<file path="src/hw/rtl/dre_pkg.sv">
package dre_pkg;

   localparam int REQ_DATA_W = 48;
   localparam int RSP_DATA_W = 8;
   localparam int ZONE_W     = 3;
   localparam int DOY_W      = 9;
   localparam int STAMP_W    = 20;
   localparam int OFFSET_W   = 6;

   localparam logic [ZONE_W-1:0] ZONE_OFF = '0;

   // floor(x / 25) for 12-bit x as (x * RECIP25) >> 16
   localparam int RECIP25 = 2622;
   // floor(v / 7) for 9-bit v as (v * RECIP7) >> 13
   localparam int RECIP7  = 1171;
   localparam int MIN_PER_DAY = 1440;

   typedef struct packed {
      logic [3:0]          s_month;
      logic                s_last;
      logic [1:0]          s_nth;
      logic [4:0]          s_hour;
      logic [3:0]          e_month;
      logic                e_last;
      logic [1:0]          e_nth;
      logic [4:0]          e_hour;
      logic [OFFSET_W-1:0] offset;
   } rule_type;

   function automatic rule_type rule_rom(input logic [ZONE_W-1:0] zone);
      rule_type r;
      case (zone)
         3'd1: r = '{4'd3,  1'b1, 2'd0, 5'd1, 4'd10, 1'b1, 2'd0, 5'd2, 6'd60};
         3'd2: r = '{4'd3,  1'b1, 2'd0, 5'd2, 4'd10, 1'b1, 2'd0, 5'd3, 6'd60};
         3'd3: r = '{4'd3,  1'b1, 2'd0, 5'd3, 4'd10, 1'b1, 2'd0, 5'd4, 6'd60};
         3'd4: r = '{4'd3,  1'b0, 2'd2, 5'd2, 4'd11, 1'b0, 2'd1, 5'd2, 6'd60};
         3'd5: r = '{4'd9,  1'b0, 2'd1, 5'd0, 4'd4,  1'b0, 2'd1, 5'd0, 6'd60};
         3'd6: r = '{4'd10, 1'b0, 2'd1, 5'd2, 4'd4,  1'b0, 2'd1, 5'd3, 6'd60};
         3'd7: r = '{4'd9,  1'b1, 2'd0, 5'd2, 4'd4,  1'b0, 2'd1, 5'd3, 6'd60};
         default: r = '0;
      endcase
      return r;
   endfunction

   // days before the first of the month, common year
   function automatic logic [DOY_W-1:0] cum_days(input logic [3:0] month);
      logic [DOY_W-1:0] c;
      case (month)
         4'd1:  c = 9'd0;
         4'd2:  c = 9'd31;
         4'd3:  c = 9'd59;
         4'd4:  c = 9'd90;
         4'd5:  c = 9'd120;
         4'd6:  c = 9'd151;
         4'd7:  c = 9'd181;
         4'd8:  c = 9'd212;
         4'd9:  c = 9'd243;
         4'd10: c = 9'd273;
         4'd11: c = 9'd304;
         4'd12: c = 9'd334;
         default: c = 9'd0;
      endcase
      return c;
   endfunction

   function automatic logic [2:0] cum_mod7(input logic [3:0] month);
      logic [2:0] c;
      case (month)
         4'd2, 4'd3, 4'd11: c = 3'd3;
         4'd4, 4'd7:        c = 3'd6;
         4'd5:              c = 3'd1;
         4'd6:              c = 3'd4;
         4'd8:              c = 3'd2;
         4'd9, 4'd12:       c = 3'd5;
         default:           c = 3'd0;
      endcase
      return c;
   endfunction

   function automatic logic [4:0] month_len(input logic [3:0] month, input logic leap);
      logic [4:0] l;
      case (month)
         4'd2:                     l = leap ? 5'd29 : 5'd28;
         4'd4, 4'd6, 4'd9, 4'd11:  l = 5'd30;
         default:                  l = 5'd31;
      endcase
      return l;
   endfunction

   // Day of year (Jan 1 = 0) of the nth or last Sunday of a month.
   function automatic logic [DOY_W-1:0] rule_doy(
      input logic [2:0] jan1_wd,
      input logic       leap,
      input logic [3:0] month,
      input logic       last,
      input logic [1:0] nth
   );
      logic       lp;
      logic [3:0] fw;
      logic [4:0] len;
      logic [2:0] lm7;
      logic [3:0] lw;
      logic [4:0] d;
      lp  = leap && (month > 4'd2);
      fw  = 4'(jan1_wd) + 4'(cum_mod7(month)) + 4'(lp);
      if (fw >= 4'd7) begin
         fw = fw - 4'd7;
      end
      len = month_len(month, leap);
      case (len)
         5'd28:   lm7 = 3'd6;
         5'd29:   lm7 = 3'd0;
         5'd30:   lm7 = 3'd1;
         default: lm7 = 3'd2;
      endcase
      lw = fw + 4'(lm7);
      if (lw >= 4'd7) begin
         lw = lw - 4'd7;
      end
      if (last) begin
         d = len - 5'(lw);
      end else begin
         d = 5'd1 + ((fw == 4'd0) ? 5'd0 : 5'd7 - 5'(fw)) + (5'(nth) - 5'd1) * 5'd7;
      end
      return cum_days(month) + 9'(lp) + 9'(d) - 9'd1;
   endfunction

endpackage

</file>
<file path="src/hw/rtl/dst_rule_evaluator.sv">
// Channel | Dir | Ports                              | Beat contents
// --------+-----+------------------------------------+----------------------------------
// req     | in  | req_tvalid/req_tready/req_tdata    | year, month, day, hour, minute
// rsp     | out | rsp_tvalid/rsp_tready/rsp_tdata    | dst_active, offset_minutes
// csr     | in  | csr_valid/csr_ready/csr_data       | zone_select
//
// Six register stages, one query per cycle sustained while rsp_tready stays high;
// a query passes stages A, B, C, D, E and the output stage from req beat to rsp beat.
// Each stage holds while its successor is full and stalled, so empty stages still
// fill from req while a result waits on rsp; nothing is dropped or repeated.
// Synchronous active-high reset clears the stage valid bits and zone_select (off).
// csr_ready is always high; zone_select is sampled as a beat enters stage A.
module dst_rule_evaluator (
   input  logic                              clock,
   input  logic                              reset,
   input  logic                              req_tvalid,
   output logic                              req_tready,
   // [15:0] year, [23:16] month, [31:24] day, [39:32] hour, [47:40] minute
   input  logic [dre_pkg::REQ_DATA_W-1:0]    req_tdata,
   output logic                              rsp_tvalid,
   input  logic                              rsp_tready,
   // [0] dst_active, [6:1] offset_minutes, [7] zero
   output logic [dre_pkg::RSP_DATA_W-1:0]    rsp_tdata,
   input  logic                              csr_valid,
   output logic                              csr_ready,
   input  logic [dre_pkg::ZONE_W-1:0]        csr_data
);

   // ---------------- configuration ----------------
   logic [dre_pkg::ZONE_W-1:0] zone_ff, zone_in;

   assign csr_ready = 1'b1;
   assign zone_in   = csr_valid ? csr_data : zone_ff;

   // ---------------- request fields ----------------
   logic [15:0] f_year;
   logic [7:0]  f_month, f_day, f_hour, f_minute;

   assign f_year   = req_tdata[15:0];
   assign f_month  = req_tdata[23:16];
   assign f_day    = req_tdata[31:24];
   assign f_hour   = req_tdata[39:32];
   assign f_minute = req_tdata[47:40];

   // ---------------- stage handshake ----------------
   logic a_adv, b_adv, c_adv, d_adv, e_adv, o_adv;
   logic a_vld_ff, b_vld_ff, c_vld_ff, d_vld_ff, e_vld_ff, o_vld_ff;
   logic a_vld_in, b_vld_in, c_vld_in, d_vld_in, e_vld_in, o_vld_in;

   assign o_adv = !o_vld_ff || rsp_tready;
   assign e_adv = !e_vld_ff || o_adv;
   assign d_adv = !d_vld_ff || e_adv;
   assign c_adv = !c_vld_ff || d_adv;
   assign b_adv = !b_vld_ff || c_adv;
   assign a_adv = !a_vld_ff || b_adv;
   assign req_tready = a_adv;

   assign a_vld_in = a_adv ? req_tvalid : a_vld_ff;
   assign b_vld_in = b_adv ? a_vld_ff   : b_vld_ff;
   assign c_vld_in = c_adv ? b_vld_ff   : c_vld_ff;
   assign d_vld_in = d_adv ? c_vld_ff   : d_vld_ff;
   assign e_vld_in = e_adv ? d_vld_ff   : e_vld_ff;
   assign o_vld_in = o_adv ? e_vld_ff   : o_vld_ff;

   // ---------------- stage A: range check, year / 25 estimate ----------------
   // Year mod 400 is built as 16 * ((year >> 4) mod 25) + year[3:0].
   logic                              a_ok_ff, a_ok_in;
   logic [dre_pkg::ZONE_W-1:0]        a_zone_ff, a_zone_in;
   logic [11:0]                       a_yhi_ff, a_yhi_in;
   logic [3:0]                        a_ylo_ff, a_ylo_in;
   logic [7:0]                        a_q25_ff, a_q25_in;
   logic [dre_pkg::DOY_W-1:0]         a_ndoy_ff, a_ndoy_in;
   logic                              a_gtfeb_ff, a_gtfeb_in;
   logic [10:0]                       a_hm_ff, a_hm_in;
   logic [23:0]                       a_prod;

   always_comb begin
      a_ok_in    = (zone_ff != dre_pkg::ZONE_OFF) &&
                   (f_month >= 8'd1) && (f_month <= 8'd12) &&
                   (f_day >= 8'd1) && (f_day <= 8'd31) &&
                   (f_hour <= 8'd23) && (f_minute <= 8'd59);
      a_zone_in  = zone_ff;
      a_yhi_in   = f_year[15:4];
      a_ylo_in   = f_year[3:0];
      a_prod     = 24'(f_year[15:4]) * 24'(dre_pkg::RECIP25);
      a_q25_in   = a_prod[23:16];
      // day of year before the leap correction
      a_ndoy_in  = dre_pkg::cum_days(f_month[3:0]) + 9'(f_day[4:0]) - 9'd1;
      a_gtfeb_in = f_month > 8'd2;
      a_hm_in    = 11'(f_hour[4:0]) * 11'd60 + 11'(f_minute[5:0]);
   end

   // ---------------- stage B: year in 400-year cycle, Jan 1 weekday sum ----------------
   logic                              b_ok_ff;
   logic [dre_pkg::ZONE_W-1:0]        b_zone_ff;
   logic [8:0]                        b_v_ff, b_v_in;
   logic                              b_leap_ff, b_leap_in;
   logic [dre_pkg::DOY_W-1:0]         b_ndoy_ff;
   logic                              b_gtfeb_ff;
   logic [10:0]                       b_hm_ff;
   logic [11:0]                       b_diff;
   logic [8:0]                        b_k;
   logic [1:0]                        b_cent;

   always_comb begin
      b_diff = a_yhi_ff - 12'(a_q25_ff) * 12'd25;
      b_k    = {b_diff[4:0], a_ylo_ff};
      // centurial common years passed since the cycle start
      b_cent = 2'(b_k > 9'd100) + 2'(b_k > 9'd200) + 2'(b_k > 9'd300);
      // cycle year 0 opens on a Saturday; 365 = 1 mod 7
      b_v_in = 9'd6 + b_k + ((b_k + 9'd3) >> 2) - 9'(b_cent);
      b_leap_in = (b_k[1:0] == 2'd0) && (b_k != 9'd100) && (b_k != 9'd200) &&
                  (b_k != 9'd300);
   end

   // ---------------- stage C: Jan 1 weekday = v mod 7 ----------------
   logic                              c_ok_ff;
   logic [dre_pkg::ZONE_W-1:0]        c_zone_ff;
   logic [2:0]                        c_wd_ff, c_wd_in;
   logic                              c_leap_ff;
   logic [dre_pkg::DOY_W-1:0]         c_ndoy_ff;
   logic                              c_gtfeb_ff;
   logic [10:0]                       c_hm_ff;
   logic [19:0]                       c_prod;
   logic [8:0]                        c_rem;

   always_comb begin
      c_prod  = 20'(b_v_ff) * 20'(dre_pkg::RECIP7);
      c_rem   = b_v_ff - 9'(c_prod[19:13]) * 9'd7;
      c_wd_in = c_rem[2:0];
   end

   // ---------------- stage D: rule days and day-of-year values ----------------
   logic                              d_ok_ff;
   logic [dre_pkg::ZONE_W-1:0]        d_zone_ff;
   logic [dre_pkg::DOY_W-1:0]         d_sdoy_ff, d_sdoy_in;
   logic [dre_pkg::DOY_W-1:0]         d_edoy_ff, d_edoy_in;
   logic [dre_pkg::DOY_W-1:0]         d_ndoy_ff, d_ndoy_in;
   logic [10:0]                       d_hm_ff;
   dre_pkg::rule_type                 d_rule;

   always_comb begin
      d_rule    = dre_pkg::rule_rom(c_zone_ff);
      d_sdoy_in = dre_pkg::rule_doy(c_wd_ff, c_leap_ff, d_rule.s_month, d_rule.s_last,
                                    d_rule.s_nth);
      d_edoy_in = dre_pkg::rule_doy(c_wd_ff, c_leap_ff, d_rule.e_month, d_rule.e_last,
                                    d_rule.e_nth);
      d_ndoy_in = c_ndoy_ff + 9'(c_leap_ff && c_gtfeb_ff);
   end

   // ---------------- stage E: minute stamps from the start of the year ----------------
   logic                              e_ok_ff;
   logic [dre_pkg::ZONE_W-1:0]        e_zone_ff;
   logic [dre_pkg::STAMP_W-1:0]       e_start_ff, e_start_in;
   logic [dre_pkg::STAMP_W-1:0]       e_end_ff, e_end_in;
   logic [dre_pkg::STAMP_W-1:0]       e_now_ff, e_now_in;
   dre_pkg::rule_type                 e_rule;

   always_comb begin
      e_rule     = dre_pkg::rule_rom(d_zone_ff);
      e_start_in = 20'(d_sdoy_ff) * 20'(dre_pkg::MIN_PER_DAY) + 20'(e_rule.s_hour) * 20'd60;
      // end hour is daylight time; pull it back onto the standard scale
      e_end_in   = 20'(d_edoy_ff) * 20'(dre_pkg::MIN_PER_DAY) + 20'(e_rule.e_hour) * 20'd60
                   - 20'(e_rule.offset);
      e_now_in   = 20'(d_ndoy_ff) * 20'(dre_pkg::MIN_PER_DAY) + 20'(d_hm_ff);
   end

   // ---------------- output stage: window compare ----------------
   logic                              o_active_ff, o_active_in;
   logic [dre_pkg::OFFSET_W-1:0]      o_offset_ff, o_offset_in;
   logic                              o_after_start, o_before_end, o_hit;
   dre_pkg::rule_type                 o_rule;

   always_comb begin
      o_rule        = dre_pkg::rule_rom(e_zone_ff);
      o_after_start = e_now_ff >= e_start_ff;
      o_before_end  = e_now_ff < e_end_ff;
      // start after end: window wraps the year end (southern rules)
      if (e_start_ff < e_end_ff) begin
         o_hit = o_after_start && o_before_end;
      end else begin
         o_hit = o_after_start || o_before_end;
      end
      o_active_in = e_ok_ff && o_hit;
      o_offset_in = o_active_in ? o_rule.offset : '0;
   end

   assign rsp_tvalid = o_vld_ff;
   assign rsp_tdata  = {1'b0, o_offset_ff, o_active_ff};

   // ---------------- registers ----------------
   always_ff @(posedge clock) begin
      if (reset) begin
         zone_ff  <= dre_pkg::ZONE_OFF;
         a_vld_ff <= 1'b0;
         b_vld_ff <= 1'b0;
         c_vld_ff <= 1'b0;
         d_vld_ff <= 1'b0;
         e_vld_ff <= 1'b0;
         o_vld_ff <= 1'b0;
      end else begin
         zone_ff  <= zone_in;
         a_vld_ff <= a_vld_in;
         b_vld_ff <= b_vld_in;
         c_vld_ff <= c_vld_in;
         d_vld_ff <= d_vld_in;
         e_vld_ff <= e_vld_in;
         o_vld_ff <= o_vld_in;
      end
   end

   always_ff @(posedge clock) begin
      if (a_adv) begin
         a_ok_ff    <= a_ok_in;
         a_zone_ff  <= a_zone_in;
         a_yhi_ff   <= a_yhi_in;
         a_ylo_ff   <= a_ylo_in;
         a_q25_ff   <= a_q25_in;
         a_ndoy_ff  <= a_ndoy_in;
         a_gtfeb_ff <= a_gtfeb_in;
         a_hm_ff    <= a_hm_in;
      end
      if (b_adv) begin
         b_ok_ff    <= a_ok_ff;
         b_zone_ff  <= a_zone_ff;
         b_v_ff     <= b_v_in;
         b_leap_ff  <= b_leap_in;
         b_ndoy_ff  <= a_ndoy_ff;
         b_gtfeb_ff <= a_gtfeb_ff;
         b_hm_ff    <= a_hm_ff;
      end
      if (c_adv) begin
         c_ok_ff    <= b_ok_ff;
         c_zone_ff  <= b_zone_ff;
         c_wd_ff    <= c_wd_in;
         c_leap_ff  <= b_leap_ff;
         c_ndoy_ff  <= b_ndoy_ff;
         c_gtfeb_ff <= b_gtfeb_ff;
         c_hm_ff    <= b_hm_ff;
      end
      if (d_adv) begin
         d_ok_ff    <= c_ok_ff;
         d_zone_ff  <= c_zone_ff;
         d_sdoy_ff  <= d_sdoy_in;
         d_edoy_ff  <= d_edoy_in;
         d_ndoy_ff  <= d_ndoy_in;
         d_hm_ff    <= c_hm_ff;
      end
      if (e_adv) begin
         e_ok_ff    <= d_ok_ff;
         e_zone_ff  <= d_zone_ff;
         e_start_ff <= e_start_in;
         e_end_ff   <= e_end_in;
         e_now_ff   <= e_now_in;
      end
      if (o_adv) begin
         o_active_ff <= o_active_in;
         o_offset_ff <= o_offset_in;
      end
   end

endmodule

</file>
<file path="config.mk">
export PLATFORM = sky130hd
export DESIGN_NAME = dst_rule_evaluator
export DESIGN_NICKNAME = d
export VERILOG_FILES = /design/src/hw/rtl/dre_pkg.sv /design/src/hw/rtl/dst_rule_evaluator.sv
export SDC_FILE = /design/constraint.sdc
export NUM_CORES = 1
export LEC_CHECK = 0
export ABC_AREA = 1
export BUFFER_PORTS_ARGS = -buffer_cell sky130_fd_sc_hd__buf_2
export CORE_UTILIZATION = 26
export CTS_CLUSTER_DIAMETER = 40
export DETAILED_ROUTE_END_ITERATION = 12
export PLACE_DENSITY = 0.39
export SYNTH_ARGS = -nofsm -noshare
export SYNTH_HDL_FRONTEND = slang
export SYNTH_SLANG_ARGS = --single-unit
</file>
<file path="constraint.sdc">
create_clock -name clock -period 9.8 [get_ports clock]
set_input_delay 1.96 -clock clock [delete_from_list [all_inputs] [get_ports clock]]
set_output_delay 1.96 -clock clock [all_outputs]
set_load 0.005 [all_outputs]
</file>
==> results by group <==
Critical path
  – Crit-path leading delay family: adder cells
  – Worst path buffer plus inverter count: 6
  – CP Class: flip-flop to flip-flop
  – R2R Path Start: c_zone_ff[2]
  – Slowest stage delay, CP: 0.64 ns
  – Arr. time, crit path: 8.09 ns
  – CP startpoint kind: flip-flop
  – Worst Setup End Kind: flip-flop
  – Slowest-stage cell, CP: edfxtp_1
  – Req. time, crit path: 10.08 ns
  – Most used cell, CP: ha_1
  – Maximum fanout along the worst path: 12
  – FF-to-FF path depth: 34
  – R2R Setup Slk: 1.99 ns
  – Worst R2R End: d_sdoy_ff[8]
  – Worst Setup SP: c_zone_ff[2]

Synthesis
  – Netlist cell types: 57
  – Netlist Area Pre-Place: 21,560 um2
  – Yosys reg bits: 216
  – Seq/Total Area, Yosys: 29.66%
  – Mean area per synthesized cell: 9.550 um2
  – Number of synthesized flops with an enable pin: 207
  – Asr flop ratio synth: 0%
  – Post-synthesis cell count: 2,258
  – Synth warnings: 0
  – Post-synth top flop: edfxtp_1

Timing
  – Max-slew headroom: 30.04%
  – Worst-Margin Slew: 1.046 ns
  – Tmin final: 7.812 ns
  – Unrepaired setup endpoints after global routing: no
  – Fin Setup TNS: 0 ns
  – Peak Freq: 0.1280 GHz
  – Hold Vio Cnt, Final: 0
  – Worst clock skew: 0.01889 ns
  – Slew Viols, Final: 0
  – Final setup violation count: 0
  – Final period utilization: 79.71%

Detailed routing
  – WL/cell: 12.59 um
  – DRC viols: 0
  – Antenna-violating nets left: 0
  – Via count: 14,570
  – Vias per cell: 4.199
  – Drt initial violations: 531
  – Routed WL: 43,690 um
  – Total iterations of the first detailed-routing run: 5

Floorplan
  – Row count: 105
  – Die H: 290.0 um
  – Die area: 84,090 um2
  – Initial Util: 26.26%
  – I/O pins: 67
  – Die X: 290.0 um
  – Core footprint: 82,110 um2

Hold path
  – HP Class: flip-flop to flip-flop
  – Hold endpoint: b_ndoy_ff[7]
  – Hold Startpoint: a_ndoy_ff[7]
  – Hold Crit Depth: 0

Global route
  – Gr usage total: 10.71%
  – Initial antenna violation count: 5
  – Vias in the first global route: 15,350
  – Largest net degree at the start of global routing: 63
  – Global route overflow: 0
  – First-pass GRT wire length: 74,590 um

Clock network
  – CTS Buf Count: 45
  – Clock Sinks: 216
  – CTS Root Cell: clkbuf_16
  – Insertion delay to the later sink of the worst-skew pair: 0.55 ns
  – Worst-case clock buffer depth: 3
  – Hold buffer count at CTS: 0
  – Clock-pin slew on the worst setup and hold paths: 0.05 ns
  – Setup bufs post-CTS: 0
  – H-tree Lvls: 2
  – Cts repair resizes: 0
  – CTS tree: built

Job
  – Total of max-cap violations: 0

Cells and area
  – P&R area growth vs syn: 14.69%
  – Nets: 2,969
  – Layout cells sized above 1: 8.670%

Run status
  – Status: complete, no violations

Placement
  – Post-detail-place hpwl: 36,650 um
  – Placer Congestion: 0.8124
  – Count of input and output buffers: 62
## worst reg2reg max path, delay by kind of cell (launching register included)
kind                     cells  cell delay [ns]
flip-flops                   1             0.64
buffers and inverters        6             0.93
AO/OA/AOI/OAI                6             0.89
adder cells (fa/ha/maj)      9             3.13
XOR/XNOR                     3             0.51
AND/OR/NAND/NOR             10             1.43
## layout make-up
class | instances | area [um2]
fillers | 8485 | 57380
multi-input cells | 1502 | 13110
flip-flops and latches | 216 | 6396
inverters | 532 | 1997
well taps | 1070 | 1339
clock buffers | 52 | 1205
repair buffers | 66 | 340.3
clock inverters | 31 | 339.1
diodes | 1 | 2.502
## synthesized netlist by cell type, types with 18 or more instances
cell type / count / area (um2)
inv_1: 520 / 1952
ha_1: 430 / 5380
nand2_1: 249 / 934.7
edfxtp_1: 207 / 6216
a21oi_1: 130 / 650.6
fa_1: 120 / 2402
nor2_1: 112 / 420.4
xor2_1: 111 / 972.2
nand3_1: 68 / 340.3
o21ai_0: 58 / 290.3
xnor2_1: 47 / 411.6
nand4_1: 19 / 118.9
nor3_1: 18 / 90.09
## per-layer routing
metal  vias to the layer above  track usage, %  routed length, um
met4                         8           2.854                887
met2                       151           17.79              19870
met3                        72           2.129               1486
met5                         -               0                 50
li1                       7576               -                  -
met1                      6765           14.12              21400
## how the worst max path moves through the flow
stage / depth (start not counted) / slack, ns / end
floorplan: 10 / 1.71 / req_tready
global placement: 34 / 2.11 / d_sdoy_ff[8]
detailed placement: 34 / 1.99 / d_sdoy_ff[8]
CTS: 34 / 1.95 / d_sdoy_ff[8]
global route: 34 / 1.25 / d_sdoy_ff[8]
finish: 34 / 1.99 / d_sdoy_ff[8]
## layout by cell type, fill, tap and decap left out, types with 6 or more instances in the layout
cell	instances
dfxtp_1	9
nor3_1	18
edfxtp_1	207
nor4_1	9
conb_1	8
o21ai_0	58
nand2_2	12
buf_2	62
nand4_1	19
a21oi_1	130
nand2_1	248
nand2_4	7
inv_1	518
clkinv_4	6
a31oi_1	8
xor2_1	111
nor2_1	112
ha_1	430
fa_1	120
clkinvlp_4	8
nand3_1	68
inv_2	12
a21o_1	10
clkbuf_16	47
o21bai_1	8
nand3_2	8
xnor2_1	47
## stage by stage
step / utilization, % / hold slack (ns) / setup WS [ns] / cell area (um2) / cells
floorplan: - / 0.4003 / 1.711 / 21590 / 2264
global placement: 28.23 / 0.4005 / 2.113 / 23180 / 3386
detailed placement: 28.23 / 0.4045 / 1.993 / 23180 / 3386
CTS: 30.12 / 0.4109 / 1.945 / 24730 / 3469
global route: 30.12 / 0.4125 / 1.250 / 24730 / 3470
finish: 30.12 / 0.4102 / 1.988 / 24730 / 3470
## state kept, by name, indices dropped and copies added, names as in the netlist, 4 cells and up
signal	flops
d_edoy_ff	9
c_hm_ff	11
b_ndoy_ff	9
d_hm_ff	11
b_v_ff	9
c_ndoy_ff	9
a_ndoy_ff	9
a_yhi_ff	5
a_q25_ff	5
d_ndoy_ff	9
e_start_ff	18
e_now_ff	20
e_end_ff	18
b_hm_ff	11
a_ylo_ff	4
d_sdoy_ff	9
a_hm_ff	11
## cells by family (layout without fill, tap and decap cells)
group                    count (synthesis)  in the layout  synth area share (%)
multiplexers                             4              4                0.1857
AND/OR/NAND/NOR                        527            527                 11.14
adder cells (fa/ha/maj)                550            550                 36.09
other                                    2              9               0.03483
buffers and inverters                  546            681                 9.650
XOR/XNOR                               162            162                 6.719
AO/OA/AOI/OAI                          251            251                 6.516
flip-flops                             216            216                 29.66
Power is left out: the tool's default activity adds up to more than one toggle a clock period on the data nets, which glitch-free logic cannot reach.
